--- src/design/s2cd_pkg.sv ---
package s2cd_pkg;

    localparam int CountWidth = 32;

    localparam logic [CountWidth-1:0] UnixOffset2000 = CountWidth'(946684800);

    localparam logic [5:0] SecsPerMinute = 6'd60;
    localparam logic [5:0] MinsPerHour   = 6'd60;
    localparam logic [5:0] HoursPerDay   = 6'd24;
    localparam logic [8:0] DaysPerYear   = 9'd365;

    localparam logic [3:0] MonthFeb = 4'd2;
    localparam logic [3:0] MonthDec = 4'd12;

    localparam int InDataWidth  = 32;
    localparam int OutDataWidth = 40;

    // reciprocals for exact division of a 32-bit value by 60 and by 24
    localparam logic [InDataWidth-1:0] RecipDiv60 = 32'h8888_8889;
    localparam int                     ShiftDiv60 = 37;
    localparam logic [InDataWidth-1:0] RecipDiv24 = 32'hAAAA_AAAB;
    localparam int                     ShiftDiv24 = 36;

    // days in a month, february without the leap day
    function automatic logic [4:0] month_len(input logic [3:0] month);
        logic [4:0] len;
        case (month)
            4'd2:                  len = 5'd28;
            4'd4, 4'd6, 4'd9, 4'd11: len = 5'd30;
            default:               len = 5'd31;
        endcase
        return len;
    endfunction

endpackage

--- src/design/seconds_to_calendar_date.sv ---
// sequence from input transaction to result valid: in unix mode a subtraction of the 2000
// offset (a unix input before 2000 goes straight to the result), a multiply and a remainder
// step for each division by 60, 60 and 24, a step per year and per month tested, a result load
// throughput: one transaction at a time, the next is accepted in the cycle after the result
// register loads; a result waiting on m_axis_tready holds the block
// reset: i_rst_n synchronous active low; clears the sequencer, result valid and mode register
module seconds_to_calendar_date (
    input  logic                               i_clk,
    input  logic                               i_rst_n,
    // config write
    input  logic                               i_cfg_valid,
    output logic                               o_cfg_ready,
    input  logic                               i_cfg_data,      // unix_epoch_mode
    // input stream
    input  logic                               s_axis_tvalid,
    output logic                               s_axis_tready,
    input  logic [s2cd_pkg::InDataWidth-1:0]   s_axis_tdata,    // seconds_count
    // output stream
    output logic                               m_axis_tvalid,
    input  logic                               m_axis_tready,
    // second_of_minute, minute_of_hour, hour_of_day, years_after_2000, month_number,
    // day_number, zero fill
    output logic [s2cd_pkg::OutDataWidth-1:0]  m_axis_tdata,
    output logic                               m_axis_tuser     // before_origin
);

    localparam logic [2:0] ST_IDLE  = 3'd0;
    localparam logic [2:0] ST_OFFS  = 3'd1;
    localparam logic [2:0] ST_MUL   = 3'd2;
    localparam logic [2:0] ST_REM   = 3'd3;
    localparam logic [2:0] ST_YEAR  = 3'd4;
    localparam logic [2:0] ST_MONTH = 3'd5;
    localparam logic [2:0] ST_DONE  = 3'd6;

    localparam logic [1:0] STG_SEC  = 2'd0;
    localparam logic [1:0] STG_MIN  = 2'd1;
    localparam logic [1:0] STG_HOUR = 2'd2;

    localparam int CW = s2cd_pkg::CountWidth;
    localparam int MW = s2cd_pkg::InDataWidth;
    localparam int PW = 2 * MW;

    logic [2:0]    r_state, n_state;
    logic          r_mode;
    logic [CW-1:0] r_q, n_q;
    logic [CW-1:0] r_quo, n_quo;
    logic [1:0]    r_stage, n_stage;
    logic [5:0]    r_sec, n_sec;
    logic [5:0]    r_min, n_min;
    logic [4:0]    r_hour, n_hour;
    logic [7:0]    r_year, n_year;
    logic [3:0]    r_month, n_month;
    logic          r_before, n_before;

    logic          r_out_valid;
    logic [s2cd_pkg::OutDataWidth-1:0] r_out_data;
    logic          r_out_user;

    // shared subtractor
    logic [CW-1:0] sub_a, sub_b;
    logic [CW:0]   sub_diff;
    logic          sub_borrow;
    logic [5:0]    divisor;
    logic [MW-1:0] recip;
    logic [PW-1:0] mul_prod;
    logic [CW-1:0] mul_quo;
    logic [CW-1:0] quo_times;
    logic          leap;
    logic [8:0]    year_len;
    logic [4:0]    mon_len;
    logic          load_out;

    assign leap      = (r_year[1:0] == 2'b00);
    assign year_len  = s2cd_pkg::DaysPerYear + {8'd0, leap};
    assign mon_len   = s2cd_pkg::month_len(r_month)
                     + {4'd0, (r_month == s2cd_pkg::MonthFeb) && leap};

    always_comb begin
        case (r_stage)
            STG_SEC: begin
                divisor = s2cd_pkg::SecsPerMinute;
                recip   = s2cd_pkg::RecipDiv60;
            end
            STG_MIN: begin
                divisor = s2cd_pkg::MinsPerHour;
                recip   = s2cd_pkg::RecipDiv60;
            end
            default: begin
                divisor = s2cd_pkg::HoursPerDay;
                recip   = s2cd_pkg::RecipDiv24;
            end
        endcase
    end

    // quotient by reciprocal multiplication, remainder through the subtractor
    assign mul_prod  = PW'(r_q[MW-1:0]) * PW'(recip);
    assign mul_quo   = (r_stage == STG_HOUR) ? CW'(mul_prod >> s2cd_pkg::ShiftDiv24)
                                             : CW'(mul_prod >> s2cd_pkg::ShiftDiv60);
    assign quo_times = r_quo * CW'(divisor);

    always_comb begin
        sub_a = r_q;
        sub_b = '0;
        unique case (r_state)
            ST_OFFS:  sub_b = s2cd_pkg::UnixOffset2000;
            ST_REM:   sub_b = quo_times;
            ST_YEAR:  sub_b = CW'(year_len);
            ST_MONTH: sub_b = CW'(mon_len);
            default:  sub_b = '0;
        endcase
    end

    assign sub_diff   = {1'b0, sub_a} - {1'b0, sub_b};
    assign sub_borrow = sub_diff[CW];

    assign s_axis_tready = (r_state == ST_IDLE);
    assign o_cfg_ready   = 1'b1;
    assign load_out      = (r_state == ST_DONE) && (!r_out_valid || m_axis_tready);

    always_comb begin
        n_state  = r_state;
        n_q      = r_q;
        n_quo    = r_quo;
        n_stage  = r_stage;
        n_sec    = r_sec;
        n_min    = r_min;
        n_hour   = r_hour;
        n_year   = r_year;
        n_month  = r_month;
        n_before = r_before;
        unique case (r_state)
            ST_IDLE: begin
                if (s_axis_tvalid) begin
                    n_q      = CW'(s_axis_tdata);
                    n_stage  = STG_SEC;
                    n_year   = '0;
                    n_month  = 4'd1;
                    n_before = 1'b0;
                    n_state  = r_mode ? ST_OFFS : ST_MUL;
                end
            end
            ST_OFFS: begin
                if (sub_borrow) begin
                    n_before = 1'b1;
                    n_state  = ST_DONE;
                end else begin
                    n_q     = sub_diff[CW-1:0];
                    n_state = ST_MUL;
                end
            end
            ST_MUL: begin
                n_quo   = mul_quo;
                n_state = ST_REM;
            end
            ST_REM: begin
                n_q = r_quo;
                case (r_stage)
                    STG_SEC: n_sec  = sub_diff[5:0];
                    STG_MIN: n_min  = sub_diff[5:0];
                    default: n_hour = sub_diff[4:0];
                endcase
                if (r_stage == STG_HOUR) begin
                    n_state = ST_YEAR;
                end else begin
                    n_stage = r_stage + 1'b1;
                    n_state = ST_MUL;
                end
            end
            ST_YEAR: begin
                if (sub_borrow) begin
                    n_state = ST_MONTH;
                end else begin
                    n_q    = sub_diff[CW-1:0];
                    n_year = r_year + 1'b1;
                end
            end
            ST_MONTH: begin
                if (sub_borrow || r_month == s2cd_pkg::MonthDec) begin
                    n_state = ST_DONE;
                end else begin
                    n_q     = sub_diff[CW-1:0];
                    n_month = r_month + 1'b1;
                end
            end
            ST_DONE: begin
                if (load_out) begin
                    n_state = ST_IDLE;
                end
            end
            default: n_state = ST_IDLE;
        endcase
    end

    always_ff @(posedge i_clk) begin
        if (!i_rst_n) begin
            r_state     <= ST_IDLE;
            r_mode      <= 1'b0;
            r_out_valid <= 1'b0;
        end else begin
            r_state <= n_state;
            if (i_cfg_valid) begin
                r_mode <= i_cfg_data;
            end
            if (load_out) begin
                r_out_valid <= 1'b1;
            end else if (m_axis_tready) begin
                r_out_valid <= 1'b0;
            end
        end
    end

    always_ff @(posedge i_clk) begin
        r_q      <= n_q;
        r_quo    <= n_quo;
        r_stage  <= n_stage;
        r_sec    <= n_sec;
        r_min    <= n_min;
        r_hour   <= n_hour;
        r_year   <= n_year;
        r_month  <= n_month;
        r_before <= n_before;
        if (load_out) begin
            r_out_user <= r_before;
            if (r_before) begin
                r_out_data <= '0;
            end else begin
                r_out_data <= {6'd0, r_q[4:0] + 5'd1, r_month, r_year, r_hour, r_min, r_sec};
            end
        end
    end

    assign m_axis_tvalid = r_out_valid;
    assign m_axis_tdata  = r_out_data;
    assign m_axis_tuser  = r_out_user;

`ifndef SYNTHESIS
    a_before_zero: assert property (@(posedge i_clk) disable iff (!i_rst_n)
        m_axis_tvalid && m_axis_tuser |-> m_axis_tdata == '0)
        else $error("before_origin result with nonzero fields");

    a_month_range: assert property (@(posedge i_clk) disable iff (!i_rst_n)
        m_axis_tvalid && !m_axis_tuser |->
            m_axis_tdata[28:25] != 4'd0 && m_axis_tdata[28:25] <= s2cd_pkg::MonthDec)
        else $error("month out of range");

    a_day_nonzero: assert property (@(posedge i_clk) disable iff (!i_rst_n)
        m_axis_tvalid && !m_axis_tuser |-> m_axis_tdata[33:29] != 5'd0)
        else $error("day of month is zero");

    a_div_stage: assert property (@(posedge i_clk) disable iff (!i_rst_n)
        (r_state == ST_MUL || r_state == ST_REM) |-> r_stage <= STG_HOUR)
        else $error("divider stage out of range");
`endif

endmodule
--- config.mk ---
export PLATFORM = sky130hd
export DESIGN_NAME = seconds_to_calendar_date
export DESIGN_NICKNAME = d
export VERILOG_FILES = /design/src/design/s2cd_pkg.sv /design/src/design/seconds_to_calendar_date.sv
export SDC_FILE = /design/constraint.sdc
export NUM_CORES = 2
export LEC_CHECK = 0
export ABC_AREA = 1
export CORE_MARGIN = 2
export CORE_UTILIZATION = 45
export CTS_CLUSTER_DIAMETER = 50
export DETAILED_ROUTE_END_ITERATION = 10
export DONT_BUFFER_PORTS = 1
export PLACE_DENSITY = 0.58
export SLEW_MARGIN = 20
export SYNTH_ARGS = -nofsm -noshare
export SYNTH_HDL_FRONTEND = slang
export SYNTH_SLANG_ARGS = --single-unit
--- constraint.sdc ---
create_clock -name i_clk -period 19.5 [get_ports i_clk]
set_clock_uncertainty 0.15 [all_clocks]
set_input_delay 3.9 -clock i_clk [delete_from_list [all_inputs] [get_ports i_clk]]
set_output_delay 3.9 -clock i_clk [all_outputs]
set_load 0.05 [all_outputs]
After elaboration in Yosys (flattened, before gate mapping)
Cells that the tools add are included.
{"block": "classes", "add_sub_neg": 7, "mul": 2, "n_eq_ne": 23, "n_mux": 31, "bitwise": 1, "n_reduce_logical": 26}
{"op": "case mux 32 bit (4 select lines)", "count": 2}
{"op": "2-to-1 mux 32 bit", "count": 3}
{"op": "multiplier 32 x 32 -> 64 bit", "count": 1}
{"op": "subtractor 32 x 32 -> 33 bit", "count": 1}
{"op": "multiplier 32 x 6 -> 32 bit", "count": 1}
{"op": "2-to-1 mux 30 bit", "count": 1}
{"op": "2-to-1 mux 27 bit", "count": 1}
{"op": "case mux 3 bit (7 select lines)", "count": 1}
{"op": "2-to-1 mux 3 bit", "count": 6}
{"op": "!= test 2 bit (second input constant)", "count": 9}
{"op": "2-to-1 mux 8 bit", "count": 2}
{"op": "case mux 8 bit (2 select lines)", "count": 1}
{"op": "== test 4 bit (second input constant)", "count": 3}
{"op": "AND reduction 3 bit", "count": 4}
{"op": "nonzero test 2 bit", "count": 5}
{"op": "adder 9 x 1 -> 9 bit (first input constant)", "count": 1}
{"op": "== test 3 bit (second input constant)", "count": 3}
{"op": "adder 8 x 1 -> 8 bit (second input constant)", "count": 1}
{"op": "== test 4 x 3 -> 1 bit (second input constant)", "count": 2}
{"op": "2-to-1 mux 4 bit", "count": 2}
{"op": "case mux 2 bit (2 select lines)", "count": 2}
{"op": "case mux 4 bit (2 select lines)", "count": 1}
{"op": "AND reduction 4 bit", "count": 2}
{"op": "== test 3 x 2 -> 1 bit (second input constant)", "count": 2}
{"op": "22 further kinds", "count": 33}
{"block": "word_totals", "register_bits": 142, "inputBits": 38, "output_inout_bits": 44, "elab_cells": 106}

Logic depth before layout (Yosys ltp)
{"block": "logic_depth", "word_depth": 9, "mapped_depth": 44, "mapped_depth_nobuf": 44}

Least setup slack after synthesis
OpenSTA, ideal clock, no wires.
{"block": "synth_timing", "path_kind": "register -> register", "start": "register r_stage[0]", "end": "register r_q[0], enable pin", "setup_ns": 0.470, "t_arrival_ns": 7.890, "t_required_ns": 18.880, "slack_ns": 10.990, "path_stages_with_launch": 37, "n_path_buf": 3, "synth_period_minus_slack_ns": 8.510, "cell_sequence": "edfxtp_1 -> inv_1 -> ha_1 -> nor2_8 -> inv_2 -> buf_6 -> buf_6 -> buf_2 -> nand2_1 -> fa_1 -> inv_1 -> ha_1 -> inv_1 -> xor2_1 -> ha_1 -> ha_1 -> inv_1 -> fa_1 -> inv_1 -> nand2_1 -> o21ai_0 -> inv_1 -> o21bai_1 -> nand4_1 -> nand3_1 -> nor2_1 -> o21ai_0 -> inv_1 -> ha_1 -> nand2_1 -> nor3_1 -> nand2_1 -> nor3_1 -> nand2_2 -> nand2_2 -> nor2_1 -> a211oi_1"}
{"block": "synth_between", "elab_chain_len": 9, "elab_cells_between_ends": 11, "classes_between": "add/sub (1); mul (1); eq/ne (3); mux (2); reduce/logical (4)"}
{"item": "start, declared", "line_no": "seconds_to_calendar_date.sv:47", "source": "logic [1:0] r_stage, n_stage;"}
{"item": "start signal, assigned", "line_no": "seconds_to_calendar_date.sv:215", "source": "r_stage <= n_stage;"}
{"item": "== test 2 x 1 -> 1 bit / logical NOT 2 bit (equally long branches)", "line_no": "seconds_to_calendar_date.sv:79", "source": "case (r_stage)"}
{"item": "OR reduction 2 bit (no line) (*)"}
{"item": "2-to-1 mux 6 bit (*)", "line_no": "seconds_to_calendar_date.sv:79"}
{"item": "multiplier 32 x 6 -> 32 bit (*)", "line_no": "seconds_to_calendar_date.sv:99", "source": "assign quo_times = r_quo * CW'(divisor);"}
{"item": "case mux 32 bit (4 select lines) (*)", "line_no": "seconds_to_calendar_date.sv:104", "source": "unique case (r_state)"}
{"item": "subtractor 32 x 32 -> 33 bit (*)", "line_no": "seconds_to_calendar_date.sv:113", "source": "assign sub_diff = {1'b0, sub_a} - {1'b0, sub_b};"}
{"item": "logical OR 1 bit", "line_no": "seconds_to_calendar_date.sv:178", "source": "if (sub_borrow || r_month == s2cd_pkg::MonthDec) begin"}
{"item": "!= test 2 bit (no line)"}
{"item": "AND reduction 4 bit (no line) (*)"}
{"item": "end signal, assigned", "line_no": "seconds_to_calendar_date.sv:213", "source": "r_q <= n_q;"}
{"item": "end, declared", "line_no": "seconds_to_calendar_date.sv:45", "source": "logic [CW-1:0] r_q, n_q;"}
Every way passes the cells marked *; elsewhere a longest branch is shown, timed or not.
A chain may end at the register's enable or synchronous reset.

Final worst setup path
{"block": "layout_timing", "start": "register r_stage[0]", "end": "register r_quo[23], data pin"}
{"block": "layout_between", "elab_chain_len": 5, "elab_cells_between_ends": 7, "classes_between": "mul (1); eq/ne (2); mux (2); reduce/logical (2)"}
{"item": "== test 2 x 1 -> 1 bit / logical NOT 2 bit (equally long branches)", "line_no": "seconds_to_calendar_date.sv:79"}
{"item": "OR reduction 2 bit (no line)"}
{"item": "2-to-1 mux 30 bit", "line_no": "seconds_to_calendar_date.sv:79"}
{"item": "multiplier 32 x 32 -> 64 bit", "line_no": "seconds_to_calendar_date.sv:96", "source": "assign mul_prod = PW'(r_q[MW-1:0]) * PW'(recip);"}
{"item": "2-to-1 mux 27 bit (*)", "line_no": "seconds_to_calendar_date.sv:97", "source": "assign mul_quo = (r_stage == STG_HOUR) ? CW'(mul_prod >> s2cd_pkg::ShiftDiv24)"}
{"item": "named net mul_quo[23]", "line_no": "seconds_to_calendar_date.sv:66", "source": "logic [CW-1:0] mul_quo;"}
{"item": "end signal, assigned", "line_no": "seconds_to_calendar_date.sv:214", "source": "r_quo <= n_quo;"}
{"item": "end, declared", "line_no": "seconds_to_calendar_date.sv:46", "source": "logic [CW-1:0] r_quo, n_quo;"}
The timed path passes the listed nets; every way through them passes the cells marked *.

==> impl_metrics.py <==
metrics = {
    "timing": {
        "fin_crit_sh_pct": 46.9,
        "worstMarginPinSlew_ns": 0.993,
        "tns_ns": 0,
        "final-setup-viol-count": 0,
        "relSlewSlack_pct": 33.2,
        "fin_crit_ns": 9.14,
        "hold_viol_final": 0,
        "maxSlewViolCount": 0,
        "rsz0062_at_grt": "no",
        "fmax_mhz": 109,
    },
    "worst_setup_path": {
        "cp-end-kind": "flop",
        "crit_type": "flop to flop",
        "max_stage_delay_ns": 0.63,
        "crit_path_start_kind": "flop",
        "crit_top_cell": "nand2_1",
        "cp.required_ns": 19.60,
        "timing.rr.start": "r_stage[0]",
        "slowest_stage": "nor4_1",
        "crit_path_max_fanout": 31,
        "reg2reg_to": "r_quo[23]",
        "cp.arrival_ns": 9.24,
        "path_depth": 34,
        "r2r_cells": 34,
        "critPathCapture": "r_quo[23]",
        "crit_path_start": "r_stage[0]",
        "r2r_setup_slack_ns": 10.36,
        "crit_buf_inv": 10,
        "critical-path-top-delay-family": "adder cells",
    },
    "clock_tree": {
        "tritoncts": "done",
        "cts.sinks": 132,
        "ctsLongestPathBuffers": 2,
        "insertion_delay_ns": 0.48,
        "cts_setup_buffers": 0,
        "htree_levels": 4,
        "cts.reportedPaths.clkPinSlew_ns": 0.09,
        "cts_resized": 0,
        "cts_buffers": 17,
        "ctsHoldBuffers": 0,
        "clock-root-buffer": "clkbuf_16",
    },
    "synthesis": {
        "synth_xor_area_share_pct": 1.01,
        "synthFlopType": "edfxtp_1",
        "ys_seq_area_share_pct": 12.6,
        "synth.mux.area_fraction_pct": 0,
        "synth_top_family_by_area": "adder cells",
        "synth.distinct_cells": 51,
        "synthSimpleGateAreaFrac_pct": 18.0,
        "async_reset_ff_share_pct": 0,
        "synthCells": 3943,
        "yosys_register_bits": 132,
        "yosysWarnings": 0,
        "synthAdderAreaFrac_pct": 46.9,
        "postSynthAreaPerCell_um2": 7.90,
        "synth_compound_area_share_pct": 7.54,
        "mappedNetlistArea_um2": 31100,
        "synth-edff-count": 127,
    },
    "hold_path": {
        "hold_class": "flop to flop",
    },
    "die": {
        "die-area_um2": 71300,
        "core-area_um2": 68600,
        "die_w_um": 267,
        "initial_utilization_pct": 45.4,
        "die_y_um": 267,
        "rows": 96,
        "top_level_ports": 82,
    },
    "detailed_routing": {
        "dr.pass1.iters": 6,
        "dr.first_iter.drc_count": 2655,
        "wl_per_cell_um": 21.4,
        "drt-total-wl_um": 104000,
        "vias": 25500,
        "ant_nets": 0,
        "routed_via_density": 5.22,
        "drcViolationCount": 0,
    },
    "layout": {
        "nets": 4887,
        "areaGrowthSynthToFinish_pct": 5.62,
        "antenna_cells": 0,
        "drive_gt1_share_pct": 3.21,
    },
    "global_route": {
        "overflow": 0,
        "grt_pass1_vias": 25000,
        "grt_start_max_net_pins": 36,
        "antenna_found_initial": 1,
        "grt_pass1_wl_um": 157000,
        "track_usage_pct": 30.1,
    },
    "place": {
        "hpwl_um": 93200,
        "gp_congestion": 0.989,
        "port_buffers": 0,
    },
    "run": {
        "max_cap_viol_count": 0,
    },
    "status": {
        "status": "completed",
    },
}
## synth_stat cells (9+ instances only)
cell type	number	area, um^2
inv_1	1084	4070
or2_2	11	68.8
inv_2	23	86.3
o221ai_1	11	96.3
a21o_1	15	113
nand3_1	153	766
nor4_1	11	68.8
o211ai_1	18	135
nor3_1	26	130
a21oi_1	161	806
nor2_1	359	1350
nor2_4	20	225
o21bai_1	31	233
o21a_1	9	67.6
nand2_2	11	68.8
ha_1	475	5940
edfxtp_1	127	3810
xor2_1	28	245
o21ai_0	127	636
clkbuf_1	18	67.6
nand3b_1	19	143
a31oi_1	9	56.3
nor2_2	10	62.6
a21boi_0	11	82.6
nand4_1	17	106
nand2_1	653	2450
fa_1	433	8670
## logic make-up after synthesis
logic type               Yosys count
AND/OR/NAND/NOR                 1312
buffers and inverters           1144
adder cells (fa/ha/maj)          908
AO/OA/AOI/OAI                    409
flip-flops                       132
XOR/XNOR                          36
other                              2
## placed cells by master, fill, tap and decap left out, drive strengths merged, types with 11 or more instances in the layout
cell type	n
a21boi	12
a21o	15
a21oi	163
clkbuf	17
edfxtp	127
fa	433
ha	475
inv	1114
nand2	665
nand3	154
nand3b	19
nand4	17
nor2	390
nor3	26
nor4	11
o211ai	18
o21ai	132
o21bai	31
o221ai	11
or2	19
xor2	28
## stage by stage
stage          setup WS (ns)  cell area, um^2  util, %  hold WS (ns)  cells
3_3_place_gp           10.64            32200     47.0         0.367   4852
5_1_grt                10.02            32900     48.0         0.408   4885
3_5_place_dp           10.57            32200     47.0         0.366   4852
2_1_floorplan          10.99            31200        -         0.274   3948
4_1_cts                10.56            32900     47.9         0.381   4884
6_report               10.36            32900     48.0         0.376   4885
## how the worst min path moves through the flow
stage                   from               to  depth (start not counted)
CTS                 r_sec[0]  m_axis_tdata[0]                          2
global placement    r_sec[0]  m_axis_tdata[0]                          2
finish              r_sec[0]  m_axis_tdata[0]                          2
floorplan           r_before     m_axis_tuser                          0
global route        r_sec[0]  m_axis_tdata[0]                          2
detailed placement  r_sec[0]  m_axis_tdata[0]                          2
## final cells by class
class	count	area [um^2]
fillers	6910	35700
well taps	931	1160
repair buffers	10	82.6
clock inverters	15	211
inverters	1108	4160
clock buffers	17	425
multi-input cells	2672	22900
flip-flops and latches	132	3910
## metal layers
layer	share of wire, %	wire, um	global-route usage [%]
met1	46	48300	44.1
met2	43	45200	45.3
met3	6.5	6760	3.97
met4	3.9	4070	11.0
met5	0	0	0
## registers in the layout (all words and copies together), names as in the netlist
name,count
r_year,8
r_min,6
r_stage,2
r_before,1
m_axis_tuser,1
m_axis_tdata,34
r_quo,28
r_hour,5
r_sec,6
r_q,32
m_axis_tvalid,1
r_month,4
r_state,3
r_mode,1
## worst min-delay path, cell delays in order, from the launching register on
cell and delay (ns):
edfxtp_1 0.32, inv_1 0.03, nor2_1 0.07
Power is not shown: default switching activity piles up to over one toggle a cycle in this logic, so the estimate is an artifact.
